$ cat config.mk
export PLATFORM = sky130hd
export DESIGN_NAME = load_cell_probe_trigger_unit
export DESIGN_NICKNAME = d
export VERILOG_FILES = /design/src/rtl/core/lcpt_pkg.sv /design/src/rtl/core/lcpt_ctrl.sv /design/src/rtl/core/lcpt_dp.sv /design/src/rtl/core/load_cell_probe_trigger_unit.sv
export SDC_FILE = /design/constraint.sdc
export NUM_CORES = 2
export LEC_CHECK = 0
export ABC_AREA = 1
export ABC_CLOCK_PERIOD_IN_PS = 15600
export BUFFER_PORTS_ARGS = -buffer_cell sky130_fd_sc_hd__clkbuf_2
export CORE_MARGIN = 4
export CORE_UTILIZATION = 40
export DETAILED_ROUTE_END_ITERATION = 16
export GPL_ROUTABILITY_DRIVEN = 0
export GPL_TIMING_DRIVEN = 0
export PLACE_DENSITY = 0.6
export SYNTH_ARGS = -nofsm -noshare
export SYNTH_HDL_FRONTEND = slang
export SYNTH_SLANG_ARGS = --single-unit
$ cat constraint.sdc
create_clock -name clk -period 15.6 [get_ports clk]
set_clock_uncertainty 0.05 [all_clocks]
set_input_delay 1.56 -clock clk [delete_from_list [all_inputs] [get_ports clk]]
set_output_delay 1.56 -clock clk [all_outputs]
set_load 0.01 [all_outputs]
$ cat src/rtl/core/lcpt_pkg.sv
// ----------------------------------------------------------------------------
// lcpt_pkg
// shared types, codes and saturation helpers for the probe trigger block
// ----------------------------------------------------------------------------
package lcpt_pkg;

    // configuration register indexes
    typedef enum logic [3:0] {
        REG_GAIN    = 4'd0,
        REG_B0      = 4'd1,
        REG_B1      = 4'd2,
        REG_B2      = 4'd3,
        REG_A1      = 4'd4,
        REG_A2      = 4'd5,
        REG_UPPER   = 4'd6,
        REG_LOWER   = 4'd7
    } cfg_idx_t;

    // controller states
    typedef enum logic [2:0] {
        ST_IDLE,
        ST_XSAT,
        ST_B0,
        ST_B1,
        ST_B2,
        ST_A1,
        ST_A2,
        ST_FIN
    } state_t;

    // operand pair for the shared multiplier
    typedef enum logic [2:0] {
        MUL_GAIN,
        MUL_B0,
        MUL_B1,
        MUL_B2,
        MUL_A1,
        MUL_A2
    } mul_sel_t;

    // datapath update that consumes the registered product
    typedef enum logic [2:0] {
        OP_NONE,
        OP_X,
        OP_Y,
        OP_BX1,
        OP_BX2,
        OP_D1,
        OP_D2
    } dp_op_t;

    typedef struct packed {
        logic     load_in;
        logic     mul_en;
        mul_sel_t mul_sel;
        dp_op_t   op;
        logic     load_out;
    } dp_cmd_t;

    localparam logic signed [63:0] ROUND_HALF = 64'sd536870912;

    // saturate a 64-bit signed value to 32 bits
    function automatic logic signed [31:0] sat32(input logic signed [63:0] v);
        logic signed [31:0] r;
        if (v[63:31] == '0 || v[63:31] == '1)
            r = v[31:0];
        else if (v[63])
            r = 32'sh8000_0000;
        else
            r = 32'sh7FFF_FFFF;
        return r;
    endfunction

    // saturate a 42-bit signed sum to 40 bits
    function automatic logic signed [39:0] sat40(input logic signed [41:0] v);
        logic signed [39:0] r;
        if (v[41:39] == '0 || v[41:39] == '1)
            r = v[39:0];
        else if (v[41])
            r = 40'sh80_0000_0000;
        else
            r = 40'sh7F_FFFF_FFFF;
        return r;
    endfunction

endpackage

$ cat src/rtl/core/lcpt_ctrl.sv
// ----------------------------------------------------------------------------
// lcpt_ctrl
// sequencer for the shared multiplier and the output beat register
// ----------------------------------------------------------------------------
module lcpt_ctrl (
    input  logic            clk,
    input  logic            rst_n,
    input  logic            in_valid,
    output logic            in_ready,
    output logic            out_valid,
    input  logic            out_ready,
    output lcpt_pkg::dp_cmd_t cmd
);
    import lcpt_pkg::*;

    state_t state_reg;
    state_t state_next;
    logic   out_valid_reg;
    logic   out_valid_next;
    logic   out_free;

    assign out_free = !out_valid_reg || out_ready;

    always_ff @(posedge clk or negedge rst_n)
    begin
        if (!rst_n)
        begin
            state_reg     <= ST_IDLE;
            out_valid_reg <= 1'b0;
        end
        else
        begin
            state_reg     <= state_next;
            out_valid_reg <= out_valid_next;
        end
    end

    // next state
    always_comb
    begin
        state_next = state_reg;
        unique case (state_reg)
            ST_IDLE: if (in_valid) state_next = ST_XSAT;
            ST_XSAT: state_next = ST_B0;
            ST_B0:   state_next = ST_B1;
            ST_B1:   state_next = ST_B2;
            ST_B2:   state_next = ST_A1;
            ST_A1:   state_next = ST_A2;
            ST_A2:   state_next = ST_FIN;
            ST_FIN:  if (out_free) state_next = ST_IDLE;
            default: state_next = ST_IDLE;
        endcase
    end

    // outputs
    always_comb
    begin
        in_ready     = 1'b0;
        cmd.load_in  = 1'b0;
        cmd.mul_en   = 1'b0;
        cmd.mul_sel  = MUL_GAIN;
        cmd.op       = OP_NONE;
        cmd.load_out = 1'b0;
        unique case (state_reg)
            ST_IDLE:
            begin
                in_ready    = 1'b1;
                cmd.load_in = in_valid;
                cmd.mul_en  = in_valid;
                cmd.mul_sel = MUL_GAIN;
            end
            ST_XSAT: cmd.op = OP_X;
            ST_B0:
            begin
                cmd.mul_en  = 1'b1;
                cmd.mul_sel = MUL_B0;
            end
            ST_B1:
            begin
                cmd.mul_en  = 1'b1;
                cmd.mul_sel = MUL_B1;
                cmd.op      = OP_Y;
            end
            ST_B2:
            begin
                cmd.mul_en  = 1'b1;
                cmd.mul_sel = MUL_B2;
                cmd.op      = OP_BX1;
            end
            ST_A1:
            begin
                cmd.mul_en  = 1'b1;
                cmd.mul_sel = MUL_A1;
                cmd.op      = OP_BX2;
            end
            ST_A2:
            begin
                cmd.mul_en  = 1'b1;
                cmd.mul_sel = MUL_A2;
                cmd.op      = OP_D1;
            end
            ST_FIN:
            begin
                if (out_free)
                begin
                    cmd.op       = OP_D2;
                    cmd.load_out = 1'b1;
                end
            end
            default: ;
        endcase
    end

    always_comb
    begin
        if (cmd.load_out)
            out_valid_next = 1'b1;
        else if (out_ready)
            out_valid_next = 1'b0;
        else
            out_valid_next = out_valid_reg;
    end

    assign out_valid = out_valid_reg;

endmodule

$ cat src/rtl/core/lcpt_dp.sv
// ----------------------------------------------------------------------------
// lcpt_dp
// register file, shared 32x32 multiplier, biquad state and comparator
// ----------------------------------------------------------------------------
module lcpt_dp (
    input  logic                clk,
    input  logic                rst_n,
    input  lcpt_pkg::dp_cmd_t   cmd,
    input  logic [23:0]         raw_word,
    input  logic                cfg_we,
    input  logic [3:0]          cfg_index,
    input  logic [31:0]         cfg_wdata,
    output logic signed [23:0]  sample_value,
    output logic signed [31:0]  filtered,
    output logic                probe_line
);
    import lcpt_pkg::*;

    logic signed [31:0] gain_reg;
    logic signed [31:0] b0_reg;
    logic signed [31:0] b1_reg;
    logic signed [31:0] b2_reg;
    logic signed [31:0] a1_reg;
    logic signed [31:0] a2_reg;
    logic signed [31:0] upper_reg;
    logic signed [31:0] lower_reg;

    logic signed [23:0] sample_reg;
    logic signed [63:0] prod_reg;
    logic signed [31:0] x_reg;
    logic signed [31:0] y_reg;
    logic signed [33:0] t1_reg;
    logic signed [33:0] t2_reg;
    logic signed [39:0] d1_reg;
    logic signed [39:0] d2_reg;
    logic               line_reg;
    logic               line_next;
    logic signed [23:0] samp_out_reg;
    logic signed [31:0] filt_out_reg;

    logic signed [31:0] mul_a;
    logic signed [31:0] mul_b;
    logic signed [63:0] mul_p;
    logic signed [63:0] prod_rnd;
    logic signed [33:0] rnd;
    logic signed [63:0] y_sum;
    logic signed [41:0] d1_sum;
    logic signed [41:0] d2_sum;

    // configuration writes
    always_ff @(posedge clk or negedge rst_n)
    begin
        if (!rst_n)
        begin
            gain_reg  <= 32'sd65536;
            b0_reg    <= 32'sh4000_0000;
            b1_reg    <= '0;
            b2_reg    <= '0;
            a1_reg    <= '0;
            a2_reg    <= '0;
            upper_reg <= 32'sh7FFF_FFFF;
            lower_reg <= 32'sh8000_0000;
        end
        else if (cfg_we)
        begin
            unique case (cfg_index)
                REG_GAIN:  gain_reg  <= cfg_wdata;
                REG_B0:    b0_reg    <= cfg_wdata;
                REG_B1:    b1_reg    <= cfg_wdata;
                REG_B2:    b2_reg    <= cfg_wdata;
                REG_A1:    a1_reg    <= cfg_wdata;
                REG_A2:    a2_reg    <= cfg_wdata;
                REG_UPPER: upper_reg <= cfg_wdata;
                REG_LOWER: lower_reg <= cfg_wdata;
                default: ;
            endcase
        end
    end

    // operand select
    always_comb
    begin
        case (cmd.mul_sel)
            MUL_GAIN:
            begin
                mul_a = gain_reg;
                mul_b = {{8{raw_word[23]}}, raw_word};
            end
            MUL_B0:
            begin
                mul_a = b0_reg;
                mul_b = x_reg;
            end
            MUL_B1:
            begin
                mul_a = b1_reg;
                mul_b = x_reg;
            end
            MUL_B2:
            begin
                mul_a = b2_reg;
                mul_b = x_reg;
            end
            MUL_A1:
            begin
                mul_a = a1_reg;
                mul_b = y_reg;
            end
            MUL_A2:
            begin
                mul_a = a2_reg;
                mul_b = y_reg;
            end
            default:
            begin
                mul_a = gain_reg;
                mul_b = x_reg;
            end
        endcase
    end

    assign mul_p    = mul_a * mul_b;

    // q30 product back to q16.16, round half up
    assign prod_rnd = prod_reg + ROUND_HALF;
    assign rnd      = prod_rnd[63:30];

    assign y_sum  = {{30{rnd[33]}}, rnd} + {{24{d1_reg[39]}}, d1_reg};
    assign d1_sum = {{8{t1_reg[33]}}, t1_reg} + {{8{rnd[33]}}, rnd}
                  + {{2{d2_reg[39]}}, d2_reg};
    assign d2_sum = {{8{t2_reg[33]}}, t2_reg} + {{8{rnd[33]}}, rnd};

    // hysteresis, upper test wins
    always_comb
    begin
        if (y_reg > upper_reg)
            line_next = 1'b0;
        else if (y_reg < lower_reg)
            line_next = 1'b1;
        else
            line_next = line_reg;
    end

    // payload path
    always_ff @(posedge clk)
    begin
        if (cmd.load_in)
            sample_reg <= raw_word;
        if (cmd.mul_en)
            prod_reg <= mul_p;
        case (cmd.op)
            OP_X:    x_reg  <= sat32(prod_reg);
            OP_Y:    y_reg  <= sat32(y_sum);
            OP_BX1:  t1_reg <= rnd;
            OP_BX2:  t2_reg <= rnd;
            default: ;
        endcase
        if (cmd.load_out)
        begin
            samp_out_reg <= sample_reg;
            filt_out_reg <= y_reg;
        end
    end

    // filter state and line level
    always_ff @(posedge clk or negedge rst_n)
    begin
        if (!rst_n)
        begin
            d1_reg   <= '0;
            d2_reg   <= '0;
            line_reg <= 1'b1;
        end
        else
        begin
            if (cmd.op == OP_D1)
                d1_reg <= sat40(d1_sum);
            if (cmd.op == OP_D2)
                d2_reg <= sat40(d2_sum);
            if (cmd.load_out)
                line_reg <= line_next;
        end
    end

    assign sample_value = samp_out_reg;
    assign filtered     = filt_out_reg;
    assign probe_line   = line_reg;

endmodule

$ cat src/rtl/core/load_cell_probe_trigger_unit.sv
// ----------------------------------------------------------------------------
// load_cell_probe_trigger_unit
// load cell conditioning: gain, one biquad section and a hysteresis trigger
// ----------------------------------------------------------------------------
// Each input beat carries one raw 24-bit ADC word and yields exactly one output
// beat with the raw sample, the filtered Q16.16 level and the probe line
// level (0 means triggered). The input stays closed until FIN has passed: the
// accept step in IDLE also starts the gain product, then over XSAT, B0, B1, B2,
// A1, A2 and FIN a single shared 32x32 multiplier works through the five
// biquad products and the datapath folds each rounded product into the output
// and the two 40-bit delay terms. The output register frees the input side as
// soon as its beat is loaded; if the previous result has not been taken by
// then, the last step waits until it is. Configuration writes take effect at
// once and are meant to happen only while the block is idle.
// ----------------------------------------------------------------------------
module load_cell_probe_trigger_unit (
    input  logic                clk,
    input  logic                rst_n,
    // input beats
    input  logic                in_valid,
    output logic                in_ready,
    input  logic [23:0]         raw_word,
    // output beats
    output logic                out_valid,
    input  logic                out_ready,
    output logic signed [23:0]  sample_value,
    output logic signed [31:0]  filtered,
    output logic                probe_line,
    // register writes
    input  logic                cfg_we,
    input  logic [3:0]          cfg_index,
    input  logic [31:0]         cfg_wdata
);
    import lcpt_pkg::*;

    // command word from the sequencer to the datapath
    dp_cmd_t cmd;

    // sequencer: owns the handshakes and steps the multiplier
    lcpt_ctrl u_ctrl (
        .clk       (clk),
        .rst_n     (rst_n),
        .in_valid  (in_valid),
        .in_ready  (in_ready),
        .out_valid (out_valid),
        .out_ready (out_ready),
        .cmd       (cmd)
    );

    // datapath: registers, multiplier, filter state, comparator
    lcpt_dp u_dp (
        .clk          (clk),
        .rst_n        (rst_n),
        .cmd          (cmd),
        .raw_word     (raw_word),
        .cfg_we       (cfg_we),
        .cfg_index    (cfg_index),
        .cfg_wdata    (cfg_wdata),
        .sample_value (sample_value),
        .filtered     (filtered),
        .probe_line   (probe_line)
    );

endmodule

Word-level counts from Yosys, hierarchy flattened
Index checks and enable logic that the tools add are counted.
- muxes and demuxes: 23
- add/sub/neg operators: 5
- reductions and logical operators: 26
- $lt $le $gt $ge: 2
- multipliers: 1
- equal/unequal tests: 31
- operators by type and width (kind ; count):
    40-bit 2-to-1 mux ; 4
    32-bit case mux with 5 select lines ; 1
    32-bit 2-to-1 mux ; 4
    34-bit by 34-bit adder with 35-bit output ; 2
    33-bit equality test (second input constant) ; 2
    33-bit logical NOT ; 2
    64-bit by 31-bit adder with 64-bit output (second input constant) ; 1
    32-bit by 32-bit multiplier with 64-bit output ; 1
    32-bit case mux with 2 select lines ; 1
    42-bit adder ; 1
    34-bit by 40-bit adder with 41-bit output ; 1
    3-bit equality test (second input constant) ; 11
    32-bit > comparator ; 1
    32-bit less-than comparator ; 1
    3-bit case mux with 8 select lines ; 1
    4-bit case mux with 6 select lines ; 1
    2-bit AND reduction ; 10
    3-bit by 2-bit equality test with 1-bit output (second input constant) ; 6
    3-bit case mux with 6 select lines ; 1
    4-bit by 3-bit equality test with 1-bit output (second input constant) ; 4
    3-bit logical NOT ; 4
    3-bit by 1-bit equality test with 1-bit output (second input constant) ; 3
    4-bit by 2-bit equality test with 1-bit output (second input constant) ; 2
    1-bit 2-to-1 mux ; 7
    other kinds (10) ; 16
- input bits: 65
- flip-flop bits (word level): 617
- output and inout port bits: 59
- logic and storage cells: 109

Longest topological paths before layout
- depth in word-level cells: 6
- depth in mapped cells: 46
- gate-level depth less buffers: 44

Cells and area by module
Synthesis repeated with hierarchy kept, for this count alone.
- cell total of the unflattened synthesis: 8129
- area total of the unflattened synthesis: 69847.0 µm²
- by module, submodules not included (module ; seq. area each (µm²) ; area an instance (µm²) ; times used ; cells an instance):
    lcpt_dp ; 16639.7 ; 69573.0 ; 1 ; 8087
    lcpt_ctrl ; 100.1 ; 274.0 ; 1 ; 42

Worst setup path before layout
OpenSTA, ideal clock, no wires.
- path kind: flip-flop to flip-flop
- from: register u_ctrl.state_reg[0]
- to: register u_dp.prod_reg[63] (data pin)
- clock period less this slack: 9140 ps
- arrival: 8830 ps
- stages on the path, launching flop included: 36
- setup slack: 6460 ps
- cells stage by stage: dfrtp_1 > inv_1 > ha_1 > inv_2 > a21oi_2 > inv_2 > ha_1 > nand3_1 > nand3_1 > inv_2 > clkbuf_1 > nand2_1 > nand4_1 > o21ai_2 > buf_2 > nor2_1 > fa_1 > fa_1 > fa_1 > inv_1 > fa_1 > inv_1 > fa_1 > fa_1 > inv_1 > fa_1 > fa_1 > inv_1 > ha_1 > a21oi_1 > nor2_1 > nor2_1 > nor2_1 > a2111oi_0 > nand3_1 > xor2_1
- longest elaborated chain between the ends: 6
- elaborated cells between the ends (all ways): 17
- RTL lines (item ; RTL line ; RTL):
    from (decl) ; lcpt_ctrl.sv:16 ; state_t state_reg;
    from (signal assigned) ; lcpt_ctrl.sv:33 ; state_reg <= state_next;
    3-bit equality test (tied with other cells) ; lcpt_ctrl.sv:64 ; unique case (state_reg)
    4-bit case mux with 6 select lines * ; lcpt_ctrl.sv:64 ;
    3-bit equality test ; lcpt_dp.sv:83 ; case (cmd.mul_sel)
    2-bit OR reduction (no line) ; - ;
    32-bit case mux with 2 select lines ; lcpt_dp.sv:83 ;
    32-bit by 32-bit multiplier with 64-bit output * ; lcpt_dp.sv:122 ; assign mul_p = mul_a * mul_b;
    net u_dp.mul_p[63] ; lcpt_dp.sv:43 ; logic signed [63:0] mul_p;
    to (signal assigned) ; lcpt_dp.sv:150 ; prod_reg <= mul_p;
    to (decl) ; lcpt_dp.sv:29 ; logic signed [63:0] prod_reg;
Mark *: on every way through the listed nets, which the timed path passes. The rest lies on a longest branch.
A chain may end at the register's enable or synchronous reset.

Worst setup path after layout
- from: register u_ctrl.state_reg[0]
- to: register u_dp.prod_reg[57] (data pin)
Same word-level chain as after synthesis.

==> impl_metrics.tcl <==
set metrics [dict create \
    setup_tns_ps 0 \
    layout_common_cells "nand2_1 (1796), inv_1 (1529), fa_1 (1086), nor2_1 (880), o21ai_0 (464)" \
    grt_pass1_wl_mm 375 \
    min_to "u_dp.sample_value[15]$_DFFE_PP_" \
    core_region_area_sq_mm 0.175 \
    ys_ff_latch 612 \
    synth-simple-area-share_pct 17.5 \
    startpoint_type "register" \
    yosysUniqueCellTypes 61 \
    fin_ws_ps 3280 \
    cts_tree "built" \
    grt_util_all_layers_pct 27.1 \
    min_from "u_dp.sample_reg[15]$_DFFE_PP_" \
    status "completed" \
    htreeDepth 2 \
    grt_max_degree 107 \
    antenna_found_initial 12 \
    slew_viol_final 0 \
    largest_reg_flops 64 \
    final_area_sq_mm 0.0763 \
    place_area_sq_mm 0.0744 \
    cts.path.max_buffers 3 \
    ant_nets 0 \
    port_buffers 121 \
    r2r_slack_ps 3280 \
    async_flop_share_pct 54.9 \
    synth_cells 8245 \
    min_path_cells 0 \
    clk_pin_slew_worst_paths_ps 70 \
    area_growth_pct 8.13 \
    hold_path.class "reg -> reg" \
    rsz0062_at_grt "false" \
    fmax_mhz 81.2 \
    start_util_pct 40.4 \
    clkSinkCount 612 \
    cp-end-kind "register" \
    cts_made_buffers 59 \
    period_needed_ps 12320 \
    ff2ff_path_depth 32 \
    synth_area_sq_mm 0.0706 \
    postCtsSetupBuffers 0 \
    cts_resized 0 \
    avgSynthCellArea_sq_um 8.56 \
    clock_latency_ps 660 \
    post_route_cells_drive_above_1_share_pct 7.17 \
    finalHoldViolCount 0 \
    num_vias 58800 \
    crit_type "reg -> reg" \
    setup_viol 0 \
    placementRows 153 \
    synth_ff_type "dfrtp_1" \
    final_nets 9993 \
    dieWidth_microns 428 \
    synth_compound_area_share_pct 8.33 \
    dp_slack_ps 3470 \
    ys_warn_count 0 \
    drc 0 \
    worstReg2RegStart "u_ctrl.state_reg[0]$_DFFE_PN0P_" \
    synthMuxAreaShare_pct 0 \
    r2r-end "u_dp.prod_reg[57]$_DFFE_PP_" \
    drv_cap 0 \
    slowest_delay_ps 1160 \
    drt_iter0_drc 6398 \
    ios 124 \
    synthXorXnorAreaFrac_pct 2.40 \
    firstDrtPassIters 8 \
    tightest_slew_ps 1450 \
    synth_edf_count 276 \
    synth_top_family_by_area "adder cells" \
    synth.net_count 9793 \
    crit_top_cell "fa_1" \
    first_global_vias 59300 \
    crit_slowest_cell "fa_1" \
    cp_max_fo 13 \
    cts-root-buf "clkbuf_16" \
    postCtsHoldBufs 0 \
    synthAdderAreaFrac_pct 37.8 \
    hpwl_mm 208 \
    viasPerCell 5.44 \
    worstPathArrival_ps 12650 \
    required_ps 15940 \
    final_common_cell "nand2_1" \
    wl_per_cell_microns 23.3 \
    wl_mm 252 \
    grt_overflow_total 0 \
    yosysSeqAreaShare_pct 23.7 \
    slew_headroom_pct 2.58 \
    dieHeight_microns 428 \
    fin_crit_sh_pct 79.0 \
    dieArea_sq_mm 0.183 \
]
==> critical path: cells and delay by family, from the launching register on <==
kind / cells / cell delay (ps)
adders and majority gates: 11 / 6140
and+or+nand+nor: 6 / 970
buffers and inverters: 9 / 2150
xor gates and xnor gates: 1 / 180
DFF: 1 / 410
AOI/OAI and AO/OA: 5 / 2090
==> per-stage QoR <==
stage	hold slack [ps]	cells	utilization, %
2_1_floorplan	350	8245	-
3_3_place_gp	350	10700	42.4
3_5_place_dp	355	10700	42.6
4_1_cts	369	10800	43.7
5_1_grt	371	10800	43.7
6_report	367	10800	43.7
==> cells by family (layout without fill, tap and decap cells) <==
| kind of cell | count (synthesis) | count (layout) |
|---|---|---|
| simple gates | 3079 | 3079 |
| buf+inv | 1854 | 2102 |
| fa+ha+maj | 1483 | 1483 |
| compound gates | 1024 | 1024 |
| flops | 612 | 612 |
| xor+xnor | 193 | 193 |
| other cells | 0 | 3 |
==> how the worst max path moves through the flow <==
stage                                          startpoint                          end  depth (start not counted)
after floorplan           u_ctrl.state_reg[0]$_DFFE_PN0P_  u_dp.prod_reg[63]$_DFFE_PP_                         35
after global placement    u_ctrl.state_reg[0]$_DFFE_PN0P_  u_dp.prod_reg[57]$_DFFE_PP_                         32
after detailed placement  u_ctrl.state_reg[0]$_DFFE_PN0P_  u_dp.prod_reg[57]$_DFFE_PP_                         32
after CTS                 u_ctrl.state_reg[0]$_DFFE_PN0P_  u_dp.prod_reg[57]$_DFFE_PP_                         32
after global routing      u_ctrl.state_reg[0]$_DFFE_PN0P_  u_dp.prod_reg[57]$_DFFE_PP_                         35
final                     u_ctrl.state_reg[0]$_DFFE_PN0P_  u_dp.prod_reg[57]$_DFFE_PP_                         32
==> layout make-up <==
class                      count  area, sq um
antenna                        3         7.51
clock buffer                  82         1690
tap                         2325         2910
multi-input combinational   5779        46700
inverter                    1597         6000
buffer                       257         1220
clock inverter                27          239
sequential                   612        16700
timing repair buffer         139          837
fill                       17200        98300
==> metal layers <==
layer	track usage [%]	vias up	wire, microns
met3	6.74	826	25900
met1	35.2	29100	98100
met4	15.6	6	18500
li1	-	25800	-
met2	41.4	3134	109000
met5	0.703	-	212
==> synthesized netlist by cell type (4+ instances only) <==
cell,number,area [sq um]
a211oi_1,4,30.0
buf_4,17,128
o21bai_1,32,240
o211ai_1,13,97.6
xnor2_1,70,613
nand2_2,4,25.0
xor2_1,123,1080
clkbuf_1,100,375
a22o_1,22,193
fa_1,1086,21700
nand2_1,1796,6740
a21o_1,23,173
buf_2,137,686
a221oi_1,4,35.0
nor2_2,10,62.6
o21a_1,12,90.1
a21oi_2,15,131
a21boi_2,6,67.6
o21ai_1,11,55.1
a21oi_4,5,81.3
nor3_1,40,200
o21ai_0,465,2330
o21ai_2,27,236
nand4_1,87,544
a21boi_0,20,150
ha_1,397,4970
nor4_1,22,138
o31ai_1,6,45.0
or2_2,33,206
dfstp_2,35,920
inv_1,1529,5740
dfrtp_1,301,7530
edfxtp_1,276,8290
inv_2,64,240
nand3b_1,9,67.6
a31oi_1,30,188
nand3_1,181,906
nor2_1,884,3320
a21oi_1,312,1560
Power is not shown: default switching activity piles up to over one toggle a cycle in this logic, so the estimate is an artifact.
